`src/ntc_pkg.sv`:
```
// Package: shared types, constants and the thermistor table for the NTC conditioner.
package ntc_pkg;

   localparam int unsigned ADC_W = 12;
   localparam int unsigned TEMP_W = 11;
   localparam int unsigned TABLE_LEN = 100;
   localparam int unsigned IDX_W = 7;
   localparam int unsigned WINDOW_DEPTH_DEF = 10;
   localparam int unsigned TEMP_MASK_W = TEMP_W;

   typedef enum logic [3:0] {
      ST_IDLE,
      ST_SEARCH,
      ST_FETCH,
      ST_SPAN,
      ST_DIV,
      ST_STORE,
      ST_SCAN,
      ST_SETUP,
      ST_MEAN,
      ST_OUT
   } state_type;

   // Commands from the controller to the datapath
   typedef struct packed {
      logic load_sample;
      logic search_start;
      logic search_step;
      logic fetch;
      logic span_setup;
      logic div_step;
      logic store;
      logic scan_start;
      logic scan_step;
      logic mean_setup;
      logic mean_step;
      logic load_out;
   } cmd_type;

   // Status from the datapath back to the controller
   typedef struct packed {
      logic search_done;
      logic div_done;
      logic scan_done;
      logic mean_done;
      logic few_samples;
   } status_type;

   function automatic logic [ADC_W-1:0] ntc_entry(input logic [IDX_W-1:0] idx);
      logic [ADC_W-1:0] v;
      unique case (idx)
         7'd0: v = 12'd3123;  7'd1: v = 12'd3089;  7'd2: v = 12'd3051;
         7'd3: v = 12'd3013;  7'd4: v = 12'd2973;  7'd5: v = 12'd2933;
         7'd6: v = 12'd2893;  7'd7: v = 12'd2852;  7'd8: v = 12'd2810;
         7'd9: v = 12'd2767;  7'd10: v = 12'd2720; 7'd11: v = 12'd2681;
         7'd12: v = 12'd2637; 7'd13: v = 12'd2593; 7'd14: v = 12'd2548;
         7'd15: v = 12'd2503; 7'd16: v = 12'd2458; 7'd17: v = 12'd2412;
         7'd18: v = 12'd2367; 7'd19: v = 12'd2321; 7'd20: v = 12'd2275;
         7'd21: v = 12'd2230; 7'd22: v = 12'd2184; 7'd23: v = 12'd2138;
         7'd24: v = 12'd2093; 7'd25: v = 12'd2048; 7'd26: v = 12'd2002;
         7'd27: v = 12'd1958; 7'd28: v = 12'd1913; 7'd29: v = 12'd1869;
         7'd30: v = 12'd1825; 7'd31: v = 12'd1782; 7'd32: v = 12'd1739;
         7'd33: v = 12'd1697; 7'd34: v = 12'd1655; 7'd35: v = 12'd1614;
         7'd36: v = 12'd1573; 7'd37: v = 12'd1533; 7'd38: v = 12'd1494;
         7'd39: v = 12'd1455; 7'd40: v = 12'd1417; 7'd41: v = 12'd1380;
         7'd42: v = 12'd1343; 7'd43: v = 12'd1307; 7'd44: v = 12'd1272;
         7'd45: v = 12'd1237; 7'd46: v = 12'd1203; 7'd47: v = 12'd1170;
         7'd48: v = 12'd1138; 7'd49: v = 12'd1106; 7'd50: v = 12'd1081;
         7'd51: v = 12'd1045; 7'd52: v = 12'd1016; 7'd53: v = 12'd987;
         7'd54: v = 12'd959;  7'd55: v = 12'd932;  7'd56: v = 12'd905;
         7'd57: v = 12'd879;  7'd58: v = 12'd854;  7'd59: v = 12'd829;
         7'd60: v = 12'd806;  7'd61: v = 12'd782;  7'd62: v = 12'd760;
         7'd63: v = 12'd738;  7'd64: v = 12'd716;  7'd65: v = 12'd696;
         7'd66: v = 12'd675;  7'd67: v = 12'd656;  7'd68: v = 12'd637;
         7'd69: v = 12'd618;  7'd70: v = 12'd600;  7'd71: v = 12'd583;
         7'd72: v = 12'd566;  7'd73: v = 12'd550;  7'd74: v = 12'd534;
         7'd75: v = 12'd518;  7'd76: v = 12'd503;  7'd77: v = 12'd489;
         7'd78: v = 12'd475;  7'd79: v = 12'd461;  7'd80: v = 12'd448;
         7'd81: v = 12'd435;  7'd82: v = 12'd422;  7'd83: v = 12'd410;
         7'd84: v = 12'd398;  7'd85: v = 12'd387;  7'd86: v = 12'd376;
         7'd87: v = 12'd365;  7'd88: v = 12'd355;  7'd89: v = 12'd345;
         7'd90: v = 12'd335;  7'd91: v = 12'd326;  7'd92: v = 12'd316;
         7'd93: v = 12'd308;  7'd94: v = 12'd299;  7'd95: v = 12'd290;
         7'd96: v = 12'd283;  7'd97: v = 12'd274;  7'd98: v = 12'd267;
         7'd99: v = 12'd259;
         default: v = 12'd259;
      endcase
      return v;
   endfunction

endpackage

```
`src/ntc_temperature_conditioner.sv`:
```
// Top level: NTC thermistor reading to filtered temperature in tenths of a degree.
//
//   channel | direction | handshake          | payload
//   req     | in        | req_valid/req_stall | req_adc_sample[11:0]
//   rsp     | out       | rsp_valid/rsp_stall | rsp_temp_tenths[10:0]
//
// One request at a time, each taken through these steps in order:
// 6 or 7 binary-search steps, 9 interpolation divide steps, a window scan of
// sample-count slots and 11 mean divide steps, each divider a shift-subtract loop.
// With fewer than three stored samples the scan and mean are skipped.
// Reset clears the controller, ring slot and sample count; the window needs no clearing.
// A stalled response holds in its register while the next request is worked on.
module ntc_temperature_conditioner #(
   parameter int unsigned WINDOW_DEPTH = ntc_pkg::WINDOW_DEPTH_DEF
) (
   input  logic                       clock,
   input  logic                       reset,
   input  logic                       req_valid,
   output logic                       req_stall,
   input  logic [ntc_pkg::ADC_W-1:0]  req_adc_sample,
   output logic                       rsp_valid,
   input  logic                       rsp_stall,
   output logic [ntc_pkg::TEMP_W-1:0] rsp_temp_tenths
);
   import ntc_pkg::*;

   cmd_type    cmd;
   status_type status;

   ntc_ctrl u_ctrl (
      .clock     (clock),
      .reset     (reset),
      .req_valid (req_valid),
      .req_stall (req_stall),
      .rsp_valid (rsp_valid),
      .rsp_stall (rsp_stall),
      .status    (status),
      .cmd       (cmd)
   );

   ntc_dpath #(.WINDOW_DEPTH(WINDOW_DEPTH)) u_dpath (
      .clock           (clock),
      .reset           (reset),
      .req_adc_sample  (req_adc_sample),
      .cmd             (cmd),
      .status          (status),
      .rsp_temp_tenths (rsp_temp_tenths)
   );

endmodule

```
`src/ntc_ctrl.sv`:
```
// Controller: sequences search, interpolation, window scan and mean per request.
module ntc_ctrl (
   input  logic               clock,
   input  logic               reset,
   input  logic               req_valid,
   output logic               req_stall,
   output logic               rsp_valid,
   input  logic               rsp_stall,
   input  ntc_pkg::status_type status,
   output ntc_pkg::cmd_type    cmd
);
   import ntc_pkg::*;

   state_type state_ff, state_in;
   logic      rsp_valid_ff, rsp_valid_in;

   always_ff @(posedge clock) begin
      if (reset) begin
         state_ff     <= ST_IDLE;
         rsp_valid_ff <= 1'b0;
      end else begin
         state_ff     <= state_in;
         rsp_valid_ff <= rsp_valid_in;
      end
   end

   assign req_stall = (state_ff != ST_IDLE);
   assign rsp_valid = rsp_valid_ff;

   always_comb begin
      state_in     = state_ff;
      cmd          = '0;
      rsp_valid_in = rsp_valid_ff;
      if (rsp_valid_ff && !rsp_stall) begin
         rsp_valid_in = 1'b0;
      end
      unique case (state_ff)
         ST_IDLE: begin
            if (req_valid) begin
               cmd.load_sample  = 1'b1;
               cmd.search_start = 1'b1;
               state_in         = ST_SEARCH;
            end
         end
         ST_SEARCH: begin
            if (status.search_done) begin
               state_in = ST_FETCH;
            end else begin
               cmd.search_step = 1'b1;
            end
         end
         ST_FETCH: begin
            cmd.fetch = 1'b1;
            state_in  = ST_SPAN;
         end
         ST_SPAN: begin
            cmd.span_setup = 1'b1;
            state_in       = ST_DIV;
         end
         ST_DIV: begin
            if (status.div_done) begin
               state_in = ST_STORE;
            end else begin
               cmd.div_step = 1'b1;
            end
         end
         ST_STORE: begin
            cmd.store = 1'b1;
            state_in  = ST_SCAN;
         end
         ST_SCAN: begin
            if (status.few_samples) begin
               state_in = ST_OUT;
            end else if (!status.scan_done) begin
               cmd.scan_step = 1'b1;
            end else begin
               state_in = ST_SETUP;
            end
         end
         ST_SETUP: begin
            cmd.mean_setup = 1'b1;
            state_in       = ST_MEAN;
         end
         ST_MEAN: begin
            if (status.mean_done) begin
               state_in = ST_OUT;
            end else begin
               cmd.mean_step = 1'b1;
            end
         end
         ST_OUT: begin
            // hold until the output register is free
            if (!rsp_valid_ff || !rsp_stall) begin
               cmd.load_out = 1'b1;
               rsp_valid_in = 1'b1;
               state_in     = ST_IDLE;
            end
         end
         default: state_in = ST_IDLE;
      endcase
      if (state_ff == ST_STORE) begin
         cmd.scan_start = 1'b1;
      end
   end

endmodule

```
`src/ntc_dpath.sv`:
```
// Datapath: table search, interpolation divider, window store and mean divider.
module ntc_dpath #(
   parameter int unsigned WINDOW_DEPTH = ntc_pkg::WINDOW_DEPTH_DEF
) (
   input  logic                        clock,
   input  logic                        reset,
   input  logic [ntc_pkg::ADC_W-1:0]   req_adc_sample,
   input  ntc_pkg::cmd_type            cmd,
   output ntc_pkg::status_type         status,
   output logic [ntc_pkg::TEMP_W-1:0]  rsp_temp_tenths
);
   import ntc_pkg::*;

   localparam int unsigned SLOT_W = $clog2(WINDOW_DEPTH);
   localparam int unsigned CNT_W  = $clog2(WINDOW_DEPTH + 1);
   localparam int unsigned SUM_W  = TEMP_W + CNT_W;
   localparam int unsigned DIV_BITS = 9;      // extrapolation below the last entry reaches 333
   localparam int unsigned MDIV_BITS = TEMP_W;

   // sample and search
   logic [ADC_W-1:0]  sample_ff;
   logic signed [IDX_W+1:0] lo_ff, hi_ff;
   logic [IDX_W-1:0]  found_ff;
   logic [IDX_W:0]    mid;
   logic [ADC_W-1:0]  mid_val;
   logic [ADC_W-1:0]  upper_ff, lower_ff;

   // interpolation division
   logic [ADC_W+3:0]  rem_ff;
   logic [ADC_W-1:0]  span_ff;
   logic [DIV_BITS-1:0] quo_ff;
   logic [3:0]        dcnt_ff;
   logic              zero_idx_ff;
   logic [TEMP_W-1:0] temp_val;

   // window
   logic [TEMP_W-1:0] window_mem [WINDOW_DEPTH];
   logic [SLOT_W-1:0] write_slot_ff;
   logic [CNT_W-1:0]  sample_count_ff;
   logic [CNT_W-1:0]  scan_ff;
   logic [TEMP_W-1:0] rd_ff;
   logic              rd_valid_ff;
   logic [SUM_W-1:0]  sum_ff;
   logic [TEMP_W-1:0] min_ff, max_ff;
   logic [TEMP_W-1:0] first_ff;

   // mean division
   logic [SUM_W-1:0]  num_ff;
   logic [CNT_W-1:0]  den_ff;
   logic [SUM_W:0]    mrem_ff;
   logic [MDIV_BITS-1:0] mquo_ff;
   logic [3:0]        mcnt_ff;

   logic [TEMP_W-1:0] out_ff;

   assign mid     = IDX_W'(0) + (IDX_W+1)'((lo_ff + hi_ff) >>> 1);
   assign mid_val = ntc_entry(mid[IDX_W-1:0]);

   always_ff @(posedge clock) begin
      if (cmd.load_sample) begin
         sample_ff <= req_adc_sample;
      end
      if (cmd.search_start) begin
         lo_ff    <= '0;
         hi_ff    <= (IDX_W+2)'(TABLE_LEN - 1);
         found_ff <= IDX_W'(TABLE_LEN - 1);
      end else if (cmd.search_step) begin
         if (sample_ff >= mid_val) begin
            found_ff <= mid[IDX_W-1:0];
            hi_ff    <= $signed({1'b0, mid}) - (IDX_W+2)'(1);
         end else begin
            lo_ff <= $signed({1'b0, mid}) + (IDX_W+2)'(1);
         end
      end
      if (cmd.fetch) begin
         zero_idx_ff <= (found_ff == '0);
         upper_ff    <= ntc_entry(found_ff - 1'b1);
         lower_ff    <= ntc_entry(found_ff);
      end
      if (cmd.span_setup) begin
         // above*10 = above*8 + above*2
         rem_ff  <= ({4'd0, upper_ff - sample_ff} << 3) + ({4'd0, upper_ff - sample_ff} << 1);
         span_ff <= upper_ff - lower_ff;
         quo_ff  <= '0;
         dcnt_ff <= 4'(DIV_BITS);
      end else if (cmd.div_step) begin
         // restoring division, one quotient bit per cycle
         if (rem_ff >= ({4'd0, span_ff} << (dcnt_ff - 4'd1))) begin
            rem_ff <= rem_ff - ({4'd0, span_ff} << (dcnt_ff - 4'd1));
            quo_ff <= quo_ff | DIV_BITS'(1 << (dcnt_ff - 4'd1));
         end
         dcnt_ff <= dcnt_ff - 4'd1;
      end
   end

   always_comb begin
      if (zero_idx_ff) begin
         temp_val = '0;
      end else begin
         temp_val = TEMP_W'((found_ff - 1'b1) * 10) + TEMP_W'(quo_ff);
      end
   end

   always_ff @(posedge clock) begin
      if (cmd.store) begin
         window_mem[write_slot_ff] <= temp_val;
      end
      rd_ff <= window_mem[scan_ff[SLOT_W-1:0]];
   end

   always_ff @(posedge clock) begin
      if (reset) begin
         write_slot_ff   <= '0;
         sample_count_ff <= '0;
      end else if (cmd.store) begin
         write_slot_ff <= (write_slot_ff == SLOT_W'(WINDOW_DEPTH - 1)) ? '0
                                                                      : write_slot_ff + 1'b1;
         if (sample_count_ff != CNT_W'(WINDOW_DEPTH)) begin
            sample_count_ff <= sample_count_ff + 1'b1;
         end
         if (sample_count_ff == '0) begin
            first_ff <= temp_val;
         end
      end
   end

   // scan: read one slot per cycle, accumulate it in the cycle after
   always_ff @(posedge clock) begin
      if (cmd.scan_start) begin
         scan_ff     <= '0;
         rd_valid_ff <= 1'b0;
         sum_ff      <= '0;
         min_ff      <= '1;
         max_ff      <= '0;
      end else if (cmd.scan_step) begin
         rd_valid_ff <= (scan_ff < sample_count_ff);
         if (scan_ff < sample_count_ff) begin
            scan_ff <= scan_ff + 1'b1;
         end
         if (rd_valid_ff) begin
            sum_ff <= sum_ff + SUM_W'(rd_ff);
            if (rd_ff < min_ff) min_ff <= rd_ff;
            if (rd_ff > max_ff) max_ff <= rd_ff;
         end
      end
   end

   always_ff @(posedge clock) begin
      if (cmd.mean_setup) begin
         num_ff  <= sum_ff - SUM_W'(min_ff) - SUM_W'(max_ff);
         den_ff  <= sample_count_ff - CNT_W'(2);
         // preload the high numerator bits; they stay below the divisor
         // because the mean fits in TEMP_W bits
         mrem_ff <= (SUM_W+1)'((sum_ff - SUM_W'(min_ff) - SUM_W'(max_ff)) >> TEMP_W);
         mquo_ff <= '0;
         mcnt_ff <= 4'(MDIV_BITS);
      end else if (cmd.mean_step) begin
         // shift-subtract over the low TEMP_W numerator bits
         if ({mrem_ff[SUM_W-1:0], num_ff[mcnt_ff - 4'd1]} >= (SUM_W+1)'(den_ff)) begin
            mrem_ff <= {mrem_ff[SUM_W-1:0], num_ff[mcnt_ff - 4'd1]} - (SUM_W+1)'(den_ff);
            mquo_ff[mcnt_ff - 4'd1] <= 1'b1;
         end else begin
            mrem_ff <= {mrem_ff[SUM_W-1:0], num_ff[mcnt_ff - 4'd1]};
         end
         mcnt_ff <= mcnt_ff - 4'd1;
      end
      if (cmd.load_out) begin
         out_ff <= status.few_samples ? first_ff : mquo_ff;
      end
   end

   assign status.search_done = (lo_ff > hi_ff);
   assign status.div_done    = (dcnt_ff == '0);
   assign status.scan_done   = (scan_ff == sample_count_ff) && !rd_valid_ff;
   assign status.mean_done   = (mcnt_ff == '0);
   assign status.few_samples = (sample_count_ff < CNT_W'(3));
   assign rsp_temp_tenths    = out_ff;

endmodule

```
`config.mk`:
```
export PLATFORM = sky130hd
export DESIGN_NAME = ntc_temperature_conditioner
export DESIGN_NICKNAME = d
export VERILOG_FILES = /design/src/ntc_pkg.sv /design/src/ntc_temperature_conditioner.sv /design/src/ntc_ctrl.sv /design/src/ntc_dpath.sv
export SDC_FILE = /design/constraint.sdc
export NUM_CORES = 1
export LEC_CHECK = 0
export BUFFER_PORTS_ARGS = -buffer_cell sky130_fd_sc_hd__buf_2
export CELL_PAD_IN_SITES_DETAIL_PLACEMENT = 1
export CELL_PAD_IN_SITES_GLOBAL_PLACEMENT = 2
export CORE_MARGIN = 8
export CORE_UTILIZATION = 35
export CTS_BUF_LIST = sky130_fd_sc_hd__clkbuf_16
export DETAILED_ROUTE_END_ITERATION = 6
export MAX_ROUTING_LAYER = met4
export PLACE_DENSITY_LB_ADDON = 0.1
export SYNTH_ARGS = -nofsm -noshare
export SYNTH_HDL_FRONTEND = slang
export SYNTH_MEMORY_MAX_BITS = 65536
export SYNTH_SLANG_ARGS = --single-unit
```
`constraint.sdc`:
```
create_clock -name clock -period 12.5 [get_ports clock]
set_input_delay 0.625 -clock clock [delete_from_list [all_inputs] [get_ports clock]]
set_output_delay 0.625 -clock clock [all_outputs]
set_load 0.02 [all_outputs]
```
==> results by group <==
Status
  – Result of the run: complete, no violations

Yosys
  – Number of warnings printed during yosys synthesis: 0
  – Synthesized area per cell: 9.288 um2
  – Async SR Flop Fraction: 0%
  – Number of nets produced by synthesis: 2,872
  – Share of synthesized area occupied by flip-flops and latches: 37.77%
  – Post-synthesis sequential element count: 350
  – EDFF count, synth: 221
  – Number of standard cells after synthesis: 2,628
  – Post-synthesis instance area: 24,410 um2
  – Most used flip-flop cell after synthesis: sky130_fd_sc_hd__edfxtp_1
  – Post-synth cell types: 82

Layout
  – Fraction of layout instances using a drive strength above 1: 9.278%
  – Area growth from synthesis to layout: 11.00%
  – Count of filler cells inserted in the layout: 7,889
  – Share of the core filled with cells in the final layout: 38.96%
  – N_diodes: 0
  – Final nets: 2,838

Power
  – Power per cell area: 301.8 nW/um2
  – Fraction of power consumed by combinational cells: 64.2%
  – Peak supply drop: 224.3 uV
  – Internal power component: 4195 uW
  – Standby leakage power: 0.01040 uW
  – Switching part of the total: 48.69%
  – Proportion of power drawn by the clock network: 16.1%
  – Net switching power: 3982 uW
  – Sequential share of power: 19.7%

Timing
  – FMAX: 158.7 MHz
  – Transition time at the pin with the least slew margin: 1299 ps
  – Final Max Slew Viols: 0
  – Post-route fraction of the period consumed by the critical path: 50.42%
  – Hold violation total from the final report: 0
  – Setup violations, final: 0
  – Setup slack of the critical path after layout: 6197 ps
  – Max-slew headroom at the worst pin: 13.09%
  – Aggregate negative setup slack: 0 ps
  – Fin Clk Skew: 37.65 ps
  – Final worst path period need: 6303 ps
  – RSZ-0062 raised after global routing: false

Clocking
  – Clock buffer count from CTS: 44
  – Maximum buffer depth of the clock tree: 3
  – Count of hold buffers inserted by post-cts repair: 0
  – Clock tree from TritonCTS: done
  – Source-to-sink clock delay at the later pin of the worst-skew pair: 600 ps
  – Root Buffer Master: sky130_fd_sc_hd__clkbuf_16
  – Clock sink total: 350
  – Clock-pin transition on the worst setup and hold timing paths: 60 ps
  – CTS resizes: 0
  – Number of buffers inserted to repair setup after CTS: 0
  – Deepest level of the CTS H-tree: 2

Placement
  – Worst setup timing slack at the placement stage: 6229 ps
  – Buffers on Ports: 28
  – Half-perimeter wire length of the detailed placement result: 56,560 um
  – Final RePlAce weighted congestion: 0.8465

Floorplan
  – I/O pin count: 29
  – Die Area: 78,440 um2
  – Core footprint: 69,540 um2
  – Effective utilization at floorplan: 35.10%
  – Height of the die: 280.1 um
  – Number of cell rows: 97
  – Die span in x: 280.1 um

Setup path
  – CP startpoint kind: flop
  – Worst Path Class, Setup: reg -> reg
  – Worst path arrival time: 6790 ps
  – Req. time, crit path: 12,990 ps
  – Category of the worst setup path capture point: flop
  – Maximum fanout along the worst path: 36

Global route
  – Number of global-route vias before repair: 20,610
  – Global-route wire length before repair: 121,100 um
  – Largest net degree at the start of global routing: 68
  – Antenna violations before repair: 0
  – Overall global routing resource usage: 19.88%
  – Grt ovf: 0

Routing
  – Detailed-route DRC error count: 0
  – Routed length per placed instance: 21.75 um
  – Routed Antenna Nets: 0
  – WL final: 77,630 um
  – Vias post-DR: 19,880
  – First-pass detailed-route iteration total: 5
  – Routed via count divided by cell count: 5.567
  – 1st-iter DRT viols: 1,019

Min path
  – Hold Path Class: in -> reg

Flow run
  – Max cap viols: 0
## area by class of cell
class | count | area [um2] | share of cell area [%]
Clock inverter | 36 | 371.6 | 1.372
Tap cell | 940 | 1176 | 4.341
Sequential cell | 350 | 9223 | 34.04
Timing Repair Buffer | 80 | 530.5 | 1.958
Clock buffer | 46 | 1151 | 4.249
Multi-Input combinational cell | 1962 | 14060 | 51.88
Inverter | 156 | 585.6 | 2.161
## cell usage after synthesis (11+ instances only)
cell / instances / area, um2
sky130_fd_sc_hd__ha_1: 208 / 2603
sky130_fd_sc_hd__xnor2_1: 87 / 762.0
sky130_fd_sc_hd__a31oi_1: 23 / 143.9
sky130_fd_sc_hd__buf_1: 11 / 41.29
sky130_fd_sc_hd__xor2_1: 33 / 289.0
sky130_fd_sc_hd__mux4_2: 34 / 765.7
sky130_fd_sc_hd__edfxtp_1: 221 / 6636
sky130_fd_sc_hd__a21o_1: 21 / 157.7
sky130_fd_sc_hd__dfxtp_1: 129 / 2582
sky130_fd_sc_hd__o311ai_0: 16 / 140.1
sky130_fd_sc_hd__a311oi_1: 12 / 105.1
sky130_fd_sc_hd__o31ai_1: 24 / 180.2
sky130_fd_sc_hd__o22ai_1: 13 / 81.33
sky130_fd_sc_hd__nor3_1: 70 / 350.3
sky130_fd_sc_hd__mux2_2: 17 / 191.4
sky130_fd_sc_hd__a21oi_1: 202 / 1011
sky130_fd_sc_hd__nand3_1: 68 / 340.3
sky130_fd_sc_hd__a221oi_1: 11 / 96.34
sky130_fd_sc_hd__nor2b_1: 47 / 294.0
sky130_fd_sc_hd__nand4_1: 16 / 100.1
sky130_fd_sc_hd__a211oi_1: 55 / 412.9
sky130_fd_sc_hd__o21ai_0: 153 / 765.7
sky130_fd_sc_hd__fa_1: 20 / 400.4
sky130_fd_sc_hd__or3_1: 24 / 150.1
sky130_fd_sc_hd__o21bai_1: 11 / 82.58
sky130_fd_sc_hd__clkbuf_1: 121 / 454.2
sky130_fd_sc_hd__o211ai_1: 45 / 337.8
sky130_fd_sc_hd__nand2b_1: 21 / 131.4
sky130_fd_sc_hd__buf_2: 26 / 130.1
sky130_fd_sc_hd__inv_1: 149 / 559.3
sky130_fd_sc_hd__o21a_1: 16 / 120.1
sky130_fd_sc_hd__mux2i_1: 66 / 660.6
sky130_fd_sc_hd__nor2_1: 247 / 927.1
sky130_fd_sc_hd__nand2_1: 229 / 859.6
## per-stage QoR
stage               instances  hold slack [ps]  area [um2]  power [uW]
finish                   3570            227.4       27090        8177
CTS                      3570            180.9       27090        8242
global route             3570            191.9       27090        8823
detailed placement       3488            453.7       25570        6872
floorplan                2628            431.5       24410        5338
global placement         3488            448.1       25570        6815
## worst paths after layout
check	startpoint	to	slack (ps)	depth (start not counted)
worst max-delay path	u_dpath.hi_ff[0]$_SDFFE_PP1P_	u_dpath.lo_ff[8]$_SDFFE_PP0P_	6200	22
worst min-delay path	req_adc_sample[2]	u_dpath.sample_ff[2]$_DFFE_PP_	230	1
worst max register to register	u_dpath.hi_ff[0]$_SDFFE_PP1P_	u_dpath.lo_ff[8]$_SDFFE_PP0P_	6200	22
worst min register to register	u_dpath.mquo_ff[1]$_SDFFE_PP0P_	u_dpath.mquo_ff[1]$_SDFFE_PP0P_	460	2
## cells in the final DEF (no fill, tap or decap), types with 23 or more instances in the layout
cell type,count
sky130_fd_sc_hd__o31ai_1,23
sky130_fd_sc_hd__o211ai_1,45
sky130_fd_sc_hd__nand2_1,229
sky130_fd_sc_hd__dfxtp_1,126
sky130_fd_sc_hd__nor2b_1,47
sky130_fd_sc_hd__edfxtp_1,221
sky130_fd_sc_hd__inv_1,152
sky130_fd_sc_hd__ha_1,208
sky130_fd_sc_hd__nor3_1,67
sky130_fd_sc_hd__clkbuf_16,46
sky130_fd_sc_hd__buf_4,52
sky130_fd_sc_hd__xor2_1,33
sky130_fd_sc_hd__a21oi_1,202
sky130_fd_sc_hd__mux4_2,34
sky130_fd_sc_hd__mux2i_1,66
sky130_fd_sc_hd__nor2_1,246
sky130_fd_sc_hd__a211oi_1,55
sky130_fd_sc_hd__or3_1,24
sky130_fd_sc_hd__nand3_1,68
sky130_fd_sc_hd__xnor2_1,84
sky130_fd_sc_hd__buf_2,28
sky130_fd_sc_hd__o21ai_0,152
sky130_fd_sc_hd__a31oi_1,23
## cell families after synthesis
group,share of synthesized area [%]
buffers and inverters,5.039
AO/OA/AOI/OAI,19.37
flip-flops,37.77
adder cells (fa/ha/maj),12.30
XOR/XNOR,4.373
AND/OR/NAND/NOR,14.52
multiplexers,6.628
## layer usage
metal	global-route usage (%)	part of all wire, %	vias up
li1	-	-	9583
met1	25.03	46	9919
met2	33.75	49	277
met3	2.369	2.7	96
met4	5.134	2.3	0
met5	-	0	-
## power by group through the flow
stage          registers [uW]  logic, uW  clock network [uW]
2_1_floorplan            1560       3780                   0
3_3_place_gp             1630       5180                   0
3_5_place_dp             1630       5240                   0
4_1_cts                  1610       5270                1360
5_1_grt                  1620       5800                1400
6_report                 1610       5250                1320
## worst max-delay path, stage by stage, from the launching register on
cell and delay (ps):
sky130_fd_sc_hd__dfxtp_1 360, sky130_fd_sc_hd__ha_1 180, sky130_fd_sc_hd__inv_1 60, sky130_fd_sc_hd__fa_1 440
sky130_fd_sc_hd__o21bai_1 330, sky130_fd_sc_hd__a21oi_2 120, sky130_fd_sc_hd__xor2_2 150, sky130_fd_sc_hd__buf_4 290
sky130_fd_sc_hd__inv_2 580, sky130_fd_sc_hd__nand2_2 240, sky130_fd_sc_hd__nor2_1 260, sky130_fd_sc_hd__a2111oi_0 120
sky130_fd_sc_hd__a2111oi_0 420, sky130_fd_sc_hd__a211o_1 150, sky130_fd_sc_hd__ha_1 210, sky130_fd_sc_hd__nand2b_1 150
sky130_fd_sc_hd__a21o_1 180, sky130_fd_sc_hd__a21oi_1 190, sky130_fd_sc_hd__o21ai_0 120, sky130_fd_sc_hd__o211ai_1 280
sky130_fd_sc_hd__nand3b_1 550, sky130_fd_sc_hd__or4_1 660, sky130_fd_sc_hd__a21oi_1 150
## state kept, by name, indices dropped and copies added (netlist names), 15 cells and up
signal	flops
u_dpath.mrem_ff	15
u_dpath.num_ff	15
u_dpath.rem_ff	16
u_dpath.sum_ff	15
u_dpath.window_mem	110
(Power assumes the default switching activity.)
